**src/hdl/slpbm_pkg.sv**
```systemverilog
// ----------------------------------------------------------------------------
// slpbm_pkg
// Shared types and constants for the serial-loaded program bank mapper.
// ----------------------------------------------------------------------------
package slpbm_pkg;

  localparam int DEFAULT_MAX_PRG_BANKS = 16;

  localparam int CFG_AW = 3;
  localparam int CFG_DW = 32;

  // configuration register indexes (paddr bit 2)
  localparam logic REG_BANKED_ON  = 1'b0;
  localparam logic REG_BANK_COUNT = 1'b1;

  // request kinds
  localparam logic KIND_READ  = 1'b0;
  localparam logic KIND_WRITE = 1'b1;

  // target register, from address bits 14:13
  localparam logic [1:0] SEL_CONTROL = 2'd0;
  localparam logic [1:0] SEL_CHR0    = 2'd1;
  localparam logic [1:0] SEL_CHR1    = 2'd2;
  localparam logic [1:0] SEL_PRG     = 2'd3;

  // PRG modes, control bits 3:2
  localparam logic [1:0] MODE_32K_A   = 2'd0;
  localparam logic [1:0] MODE_32K_B   = 2'd1;
  localparam logic [1:0] MODE_FIX_FIRST = 2'd2;
  localparam logic [1:0] MODE_FIX_LAST  = 2'd3;

  localparam logic [4:0] CONTROL_RESET = 5'h0C;
  localparam logic [4:0] CONTROL_FORCE = 5'h0C;
  localparam logic [2:0] SERIAL_LAST   = 3'd4;

  typedef struct packed {
    logic        kind;
    logic [15:0] address;
    logic [7:0]  data;
  } in_req_t;

  typedef struct packed {
    logic [17:0] rom_offset;
    logic [4:0]  control_value;
    logic [4:0]  chr_bank_first;
    logic [4:0]  chr_bank_second;
    logic [4:0]  prg_bank_value;
  } out_rsp_t;

endpackage

```
**src/hdl/serial_loaded_prg_bank_mapper.sv**
```systemverilog
// ----------------------------------------------------------------------------
// serial_loaded_prg_bank_mapper
// Serial-loaded PRG bank mapper: shifts CPU writes into the mapper registers
// and translates CPU reads in 0x8000..0xFFFF into program ROM offsets.
// ----------------------------------------------------------------------------
//
//   channel   direction  handshake               payload
//   in_       sink       in_valid / in_stall     in_req  (kind, address, data)
//   out_      source     out_valid / out_stall   out_rsp (offset, registers)
//   cfg (APB) sink       psel/penable/pwrite     paddr, pwdata, prdata
//
// One request per cycle sustained while out_ does not stall. A request is
// held in the input register, then the mapper state and the result register
// update together. rst_n (synchronous, active low) clears both valid flags
// and restores the register reset values. A stall on out_ holds the result;
// in_stall rises only when both the input register and the result register
// are full and the result is stalled.
// ----------------------------------------------------------------------------
module serial_loaded_prg_bank_mapper
  import slpbm_pkg::*;
#(
  parameter int MAX_PRG_BANKS = DEFAULT_MAX_PRG_BANKS
) (
  input  logic              clk,
  input  logic              rst_n,
  input  logic              in_valid,
  output logic              in_stall,
  input  in_req_t           in_req,
  output logic              out_valid,
  input  logic              out_stall,
  output out_rsp_t          out_rsp,
  input  logic              psel,
  input  logic              penable,
  input  logic              pwrite,
  input  logic [CFG_AW-1:0] paddr,
  input  logic [CFG_DW-1:0] pwdata,
  output logic [CFG_DW-1:0] prdata,
  output logic              pready
);

  localparam logic [4:0] MAX_BANKS    = 5'(MAX_PRG_BANKS);
  localparam logic [4:0] MAX_BANKS_M1 = 5'(MAX_PRG_BANKS - 1);

  // configuration
  logic       banked_on_r;
  logic [4:0] bank_count_r;

  // mapper state
  logic [4:0] shift_r,   shift_nxt;
  logic [2:0] count_r,   count_nxt;
  logic [4:0] control_r, control_nxt;
  logic [4:0] chr0_r,    chr0_nxt;
  logic [4:0] chr1_r,    chr1_nxt;
  logic [4:0] prg_r,     prg_nxt;

  // pipeline
  logic     s1_valid_r;
  in_req_t  s1_req_r;
  logic     out_valid_r;
  out_rsp_t out_rsp_r, out_rsp_nxt;

  logic advance;
  logic in_take;
  logic s1_move;

  // ---------------------------------------------------------------- APB port
  logic cfg_wr;
  assign cfg_wr = psel && penable && pwrite;
  assign pready = 1'b1;

  always_ff @(posedge clk) begin
    if (!rst_n) begin
      banked_on_r  <= 1'b1;
      bank_count_r <= 5'd2;
    end else if (cfg_wr) begin
      case (paddr[2])
        REG_BANKED_ON:  banked_on_r  <= pwdata[0];
        REG_BANK_COUNT: bank_count_r <= pwdata[4:0];
        default: ;
      endcase
    end
  end

  always_comb begin
    case (paddr[2])
      REG_BANKED_ON:  prdata = {{(CFG_DW-1){1'b0}}, banked_on_r};
      REG_BANK_COUNT: prdata = {{(CFG_DW-5){1'b0}}, bank_count_r};
      default:        prdata = '0;
    endcase
  end

  // --------------------------------------------------------------- handshake
  // Advance whenever the result register is empty or is being taken.
  assign advance  = !out_valid_r || !out_stall;
  assign in_stall = s1_valid_r && !advance;
  assign in_take  = in_valid && !in_stall;
  assign s1_move  = s1_valid_r && advance;

  always_ff @(posedge clk) begin
    if (!rst_n) begin
      s1_valid_r <= 1'b0;
    end else if (in_take) begin
      s1_valid_r <= 1'b1;
    end else if (s1_move) begin
      s1_valid_r <= 1'b0;
    end
  end

  // Hold the request while it waits; load a new one when accepted.
  always_ff @(posedge clk) begin
    if (in_take) begin
      s1_req_r <= in_req;
    end
  end

  // ----------------------------------------------------- serial write update
  logic       in_window;
  logic       do_write;
  logic [4:0] shift_in;

  assign in_window = s1_req_r.address[15];
  assign do_write  = (s1_req_r.kind == KIND_WRITE) && in_window && banked_on_r;
  assign shift_in  = {s1_req_r.data[0], shift_r[4:1]};

  always_comb begin
    shift_nxt   = shift_r;
    count_nxt   = count_r;
    control_nxt = control_r;
    chr0_nxt    = chr0_r;
    chr1_nxt    = chr1_r;
    prg_nxt     = prg_r;
    if (do_write) begin
      if (s1_req_r.data[7]) begin
        // reset write: drop the partial value, force last-bank-fixed mode
        shift_nxt   = '0;
        count_nxt   = '0;
        control_nxt = control_r | CONTROL_FORCE;
      end else if (count_r >= SERIAL_LAST) begin
        // fifth bit: commit to the register picked by the address range
        shift_nxt = '0;
        count_nxt = '0;
        case (s1_req_r.address[14:13])
          SEL_CONTROL: control_nxt = shift_in;
          SEL_CHR0:    chr0_nxt    = shift_in;
          SEL_CHR1:    chr1_nxt    = shift_in;
          SEL_PRG:     prg_nxt     = shift_in;
          default: ;
        endcase
      end else begin
        shift_nxt = shift_in;
        count_nxt = count_r + 3'd1;
      end
    end
  end

  always_ff @(posedge clk) begin
    if (!rst_n) begin
      shift_r   <= '0;
      count_r   <= '0;
      control_r <= CONTROL_RESET;
      chr0_r    <= '0;
      chr1_r    <= '0;
      prg_r     <= '0;
    end else if (s1_move) begin
      shift_r   <= shift_nxt;
      count_r   <= count_nxt;
      control_r <= control_nxt;
      chr0_r    <= chr0_nxt;
      chr1_r    <= chr1_nxt;
      prg_r     <= prg_nxt;
    end
  end

  // ------------------------------------------------------- read translation
  logic [4:0]  last_bank;
  logic [3:0]  bank;
  logic [14:0] rel;
  logic [13:0] low14;
  logic        upper_half;
  logic [17:0] offset;

  // Saturate the bank count to 1..MAX_PRG_BANKS and take the last bank index.
  always_comb begin
    if (bank_count_r == 5'd0) begin
      last_bank = 5'd0;
    end else if (bank_count_r > MAX_BANKS) begin
      last_bank = MAX_BANKS_M1;
    end else begin
      last_bank = bank_count_r - 5'd1;
    end
  end

  assign bank       = prg_r[3:0];
  assign rel        = s1_req_r.address[14:0];
  assign low14      = s1_req_r.address[13:0];
  assign upper_half = s1_req_r.address[14];

  always_comb begin
    offset = '0;
    if ((s1_req_r.kind == KIND_READ) && in_window) begin
      if (banked_on_r) begin
        case (control_r[3:2])
          MODE_FIX_FIRST: begin
            offset = upper_half ? {bank, low14} : {3'b000, rel};
          end
          MODE_FIX_LAST: begin
            offset = upper_half ? {last_bank[3:0], low14}
                                : {bank, 14'b0} + {3'b000, rel};
          end
          default: begin
            offset = {bank[3:1], rel};
          end
        endcase
      end else begin
        // plain mapping, mirrored to 16 KB on a single-bank cartridge
        offset = {3'b000, rel};
        if (last_bank == 5'd0) begin
          offset[14] = 1'b0;
        end
      end
    end
  end

  // -------------------------------------------------------- result register
  always_comb begin
    out_rsp_nxt.rom_offset      = offset;
    out_rsp_nxt.control_value   = control_nxt;
    out_rsp_nxt.chr_bank_first  = chr0_nxt;
    out_rsp_nxt.chr_bank_second = chr1_nxt;
    out_rsp_nxt.prg_bank_value  = prg_nxt;
  end

  always_ff @(posedge clk) begin
    if (!rst_n) begin
      out_valid_r <= 1'b0;
    end else if (advance) begin
      out_valid_r <= s1_valid_r;
    end
  end

  always_ff @(posedge clk) begin
    if (s1_move) begin
      out_rsp_r <= out_rsp_nxt;
    end
  end

  assign out_valid = out_valid_r;
  assign out_rsp   = out_rsp_r;

endmodule

```
**config.mk**
```make
export PLATFORM = sky130hd
export DESIGN_NAME = serial_loaded_prg_bank_mapper
export DESIGN_NICKNAME = d
export VERILOG_FILES = /design/src/hdl/slpbm_pkg.sv /design/src/hdl/serial_loaded_prg_bank_mapper.sv
export SDC_FILE = /design/constraint.sdc
export NUM_CORES = 1
export LEC_CHECK = 0
export ABC_AREA = 1
export BUFFER_PORTS_ARGS = -buffer_cell sky130_fd_sc_hd__buf_2
export CORE_MARGIN = 1
export CORE_UTILIZATION = 45
export CTS_BUF_LIST = sky130_fd_sc_hd__clkbuf_4 sky130_fd_sc_hd__clkbuf_8
export CTS_CLUSTER_SIZE = 8
export DETAILED_ROUTE_END_ITERATION = 7
export GPL_TIMING_DRIVEN = 0
export MAX_ROUTING_LAYER = met4
export PLACE_DENSITY_LB_ADDON = 0.08
export SYNTH_ARGS = -nofsm -noshare
export SYNTH_HDL_FRONTEND = slang
export SYNTH_SLANG_ARGS = --single-unit
```
**constraint.sdc**
```tcl
create_clock -name clk -period 2.1 [get_ports clk]
set_input_delay 0.21 -clock clk [delete_from_list [all_inputs] [get_ports clk]]
set_output_delay 0.21 -clock clk [all_outputs]
set_load 0.02 [all_outputs]
```
==> flow_metrics.tcl <==
set metrics [dict create \
    status "completed" \
    clk_pin_slew_ps 90 \
    cts_root_buffer "clkbuf_8" \
    finalNonFillerCells 687 \
    drv_slew 0 \
    combPwrFrac 0.126 \
    drtPass1Iterations 6 \
    yosys.area.top_type "edfxtp_1" \
    yosys-top-cells-count "88 x nand2_1, 66 x nor2_1, 59 x inv_1" \
    grt.total_usage 0.176 \
    syn_to_final_growth_pct 22.9 \
    slowest_stage "buf_2" \
    fin_util 0.574 \
    arrival_ps 1810 \
    synth_edf_count 57 \
    vias_per_cell 4.58 \
    synthAdderAreaFrac 0.0122 \
    timing.hold.ws_ps 15.5 \
    drt_iter0_drc 111 \
    synth_cells 449 \
    ys_types 27 \
    die_area_sq_mm 0.00948 \
    critical_path.max_stage_delay_ps 810 \
    clk_latency_ps 370 \
    hold_class "primary input to flop" \
    yosys.area_share.xor_xnor 0.00214 \
    fp-row-count 34 \
    placed_area_sq_mm 0.00471 \
    syn_area_sq_mm 0.00409 \
    ys_top_cells_by_area "edfxtp_1 42%, dfxtp_1 17%, nand2_1 8.1%" \
    cts_buffer_depth 2 \
    cts_tree "yes" \
    start_kind "flop" \
    postCtsSetupBuffers 0 \
    fillCellCount 804 \
    avgSynthCellArea_sq_um 9.12 \
    num_vias 3146 \
    dpl.cell_count 659 \
    tns_ps 0 \
    clkPwrFrac 0.329 \
    drive_above_1_share 0.238 \
    antenna_found_initial 0 \
    ys_async_sr_fraction 0 \
    cts-buffers-inserted 9 \
    gp_congestion 0.853 \
    worst_r2r_path_depth 4 \
    crit_family "buffers and inverters" \
    rsz0062_at_grt "false" \
    ys_ff_latch 92 \
    clock_skew_ps 11.6 \
    ant_nets 0 \
    synth_compound_area_frac 0.0593 \
    cts-htree-levels 3 \
    nets 645 \
    stdcell_area_sq_mm 0.00503 \
    whs_path_depth 1 \
    max_cap_violations 0 \
    pre_cts_ws_ps 201 \
    peakVddDrop_uv 458 \
    synth-simple-area-share 0.216 \
    setup_slack_ps 280 \
    hold_viol_final 0 \
    antenna_cells 0 \
    finalSetupViolations 0 \
    yosysMostFrequentCell "nand2_1" \
    crit_chain "nand2_1, nand2_1, inv_1, buf_2" \
    synth-warning-count 0 \
    core_area_sq_mm 0.00876 \
    cts_sinks 92 \
    die_w_um 97.4 \
    dpl.hpwl_um 5630 \
    timing.slew.headroom 0.322 \
    crit_top_cell "nand2_1" \
    maxClockFrequency_mhz 550 \
    p_int_mw 2.77 \
    worst-setup-path-type "flop to flop" \
    p_leak_nw 2.47 \
    tightestPinTransition_ps 1020 \
    synth_top_family_by_area "simple AND/OR/NAND/NOR gates" \
    path_max_fanout 47 \
    grt_max_degree 48 \
    initial_core_util 0.467 \
    path_depth 4 \
    worstSetupEndpointType "flop" \
    min_period_over_period 0.867 \
    overflow 0 \
    p_total_mw 3.80 \
    p_seq_frac 0.545 \
    finalWirelength_um 7900 \
    power.switching_mw 1.03 \
    dieHeight_um 97.4 \
    ioPinCount 140 \
    fin_crit_ps 1820 \
    synth_ff_type "edfxtp_1" \
    yosysSeqAreaShare 0.589 \
    drc 0 \
    p_per_area_mw_per_mm2 755 \
    synth_mux_area_frac 0 \
    required_ps 2090 \
    cts_resized 0 \
    grt_pass1_wl_um 12700 \
    power_switching_share 0.271 \
    wire_per_inst_um 11.5 \
    cp_num_buf_inv 2 \
    grt_pass1_vias 2778 \
    yosysTopAreaCellShare 0.418 \
    portBuffers 76 \
]
## registers in the layout, indices dropped and copies added (netlist names), 3 cells and up
register / flops
chr1_r: 5
prg_r: 5
shift_r: 4
s1_req_r: 3
count_r: 3
bank_count_r: 5
control_r: 5
chr0_r: 5
low14: 14
out_rsp: 38
## worst register-to-register path: cells and delay by family, from the launching register on
| family | cells | cell delay [ps] |
|---|---|---|
| buffers and inverters | 2 | 930 |
| flip-flops | 1 | 320 |
| AND/OR/NAND/NOR | 2 | 170 |
## worst paths after layout
check | startpoint | end | slack [ps]
min | in_req[7] | s1_req_r[7] | 20
max reg2reg | out_valid | out_rsp[34] | 280
min reg2reg | s1_valid_r | out_valid | 490
max | out_valid | out_rsp[34] | 280
## timing repair
| item | in CTS | in global routing |
|---|---|---|
| hold buffers | 7 | 5 |
| endpoints found under the hold margin | 7 | 5 |
| setup endpoints to repair | 0 | 0 |
## power by group through the flow
stage / combinational [mW] / sequential (mW) / clock (mW)
after detailed placement: 0.464 / 2.11 / 0
after global routing: 0.535 / 2.08 / 1.35
after CTS: 0.474 / 2.07 / 1.27
after floorplan: 0.287 / 2.16 / 0
after global placement: 0.452 / 2.11 / 0
final: 0.479 / 2.07 / 1.25
## area by class of cell
cell class | instances | area (sq um) | area share
clock buffers | 9 | 124 | 0.0246
clock inverters | 7 | 80.1 | 0.0159
well taps | 108 | 135 | 0.0269
repair buffers | 88 | 500 | 0.0995
multi-input cells | 285 | 1290 | 0.256
flip-flops and latches | 92 | 2410 | 0.479
plain buffers | 37 | 260 | 0.0517
inverters | 61 | 229 | 0.0455
## logic make-up (layout without fill, tap and decap cells)
logic type      count (synthesis)  after routing
fa+ha+maj                       4              4
xor+xnor                        1              1
other cells                     2             28
compound gates                 48             48
flops                          92             92
simple gates                  204            204
buf+inv                        98            202
## per-layer routing
layer  GRT usage  up-vias  routed length [um]
met5           -        -                   0
met4      0.0848        0                 183
met3      0.0453       15                 456
met2       0.279       84                3830
met1       0.208     1413                3430
li1            -     1634                   -
## cells in the final DEF (no fill, tap or decap), types with 2 or more instances in the layout
| master | netlist | routed |
|---|---|---|
| a21oi_1 | 20 | 20 |
| nand3_1 | 35 | 35 |
| clkbuf_1 | 2 | 2 |
| buf_4 | 29 | 29 |
| nand2_1 | 88 | 88 |
| clkbuf_8 | 0 | 9 |
| nand4_1 | 3 | 3 |
| edfxtp_1 | 57 | 57 |
| buf_2 | 4 | 80 |
| o21ai_1 | 15 | 15 |
| dfxtp_1 | 35 | 35 |
| inv_1 | 59 | 59 |
| inv_6 | 0 | 3 |
| ha_1 | 4 | 4 |
| nor2_4 | 3 | 3 |
| conb_1 | 2 | 28 |
| nand2_2 | 4 | 4 |
| o21ai_0 | 12 | 12 |
| nor2_1 | 66 | 66 |
| dlygate4sd3_1 | 0 | 12 |
| inv_2 | 2 | 2 |
Note: power is estimated with default switching activity, not from simulation.
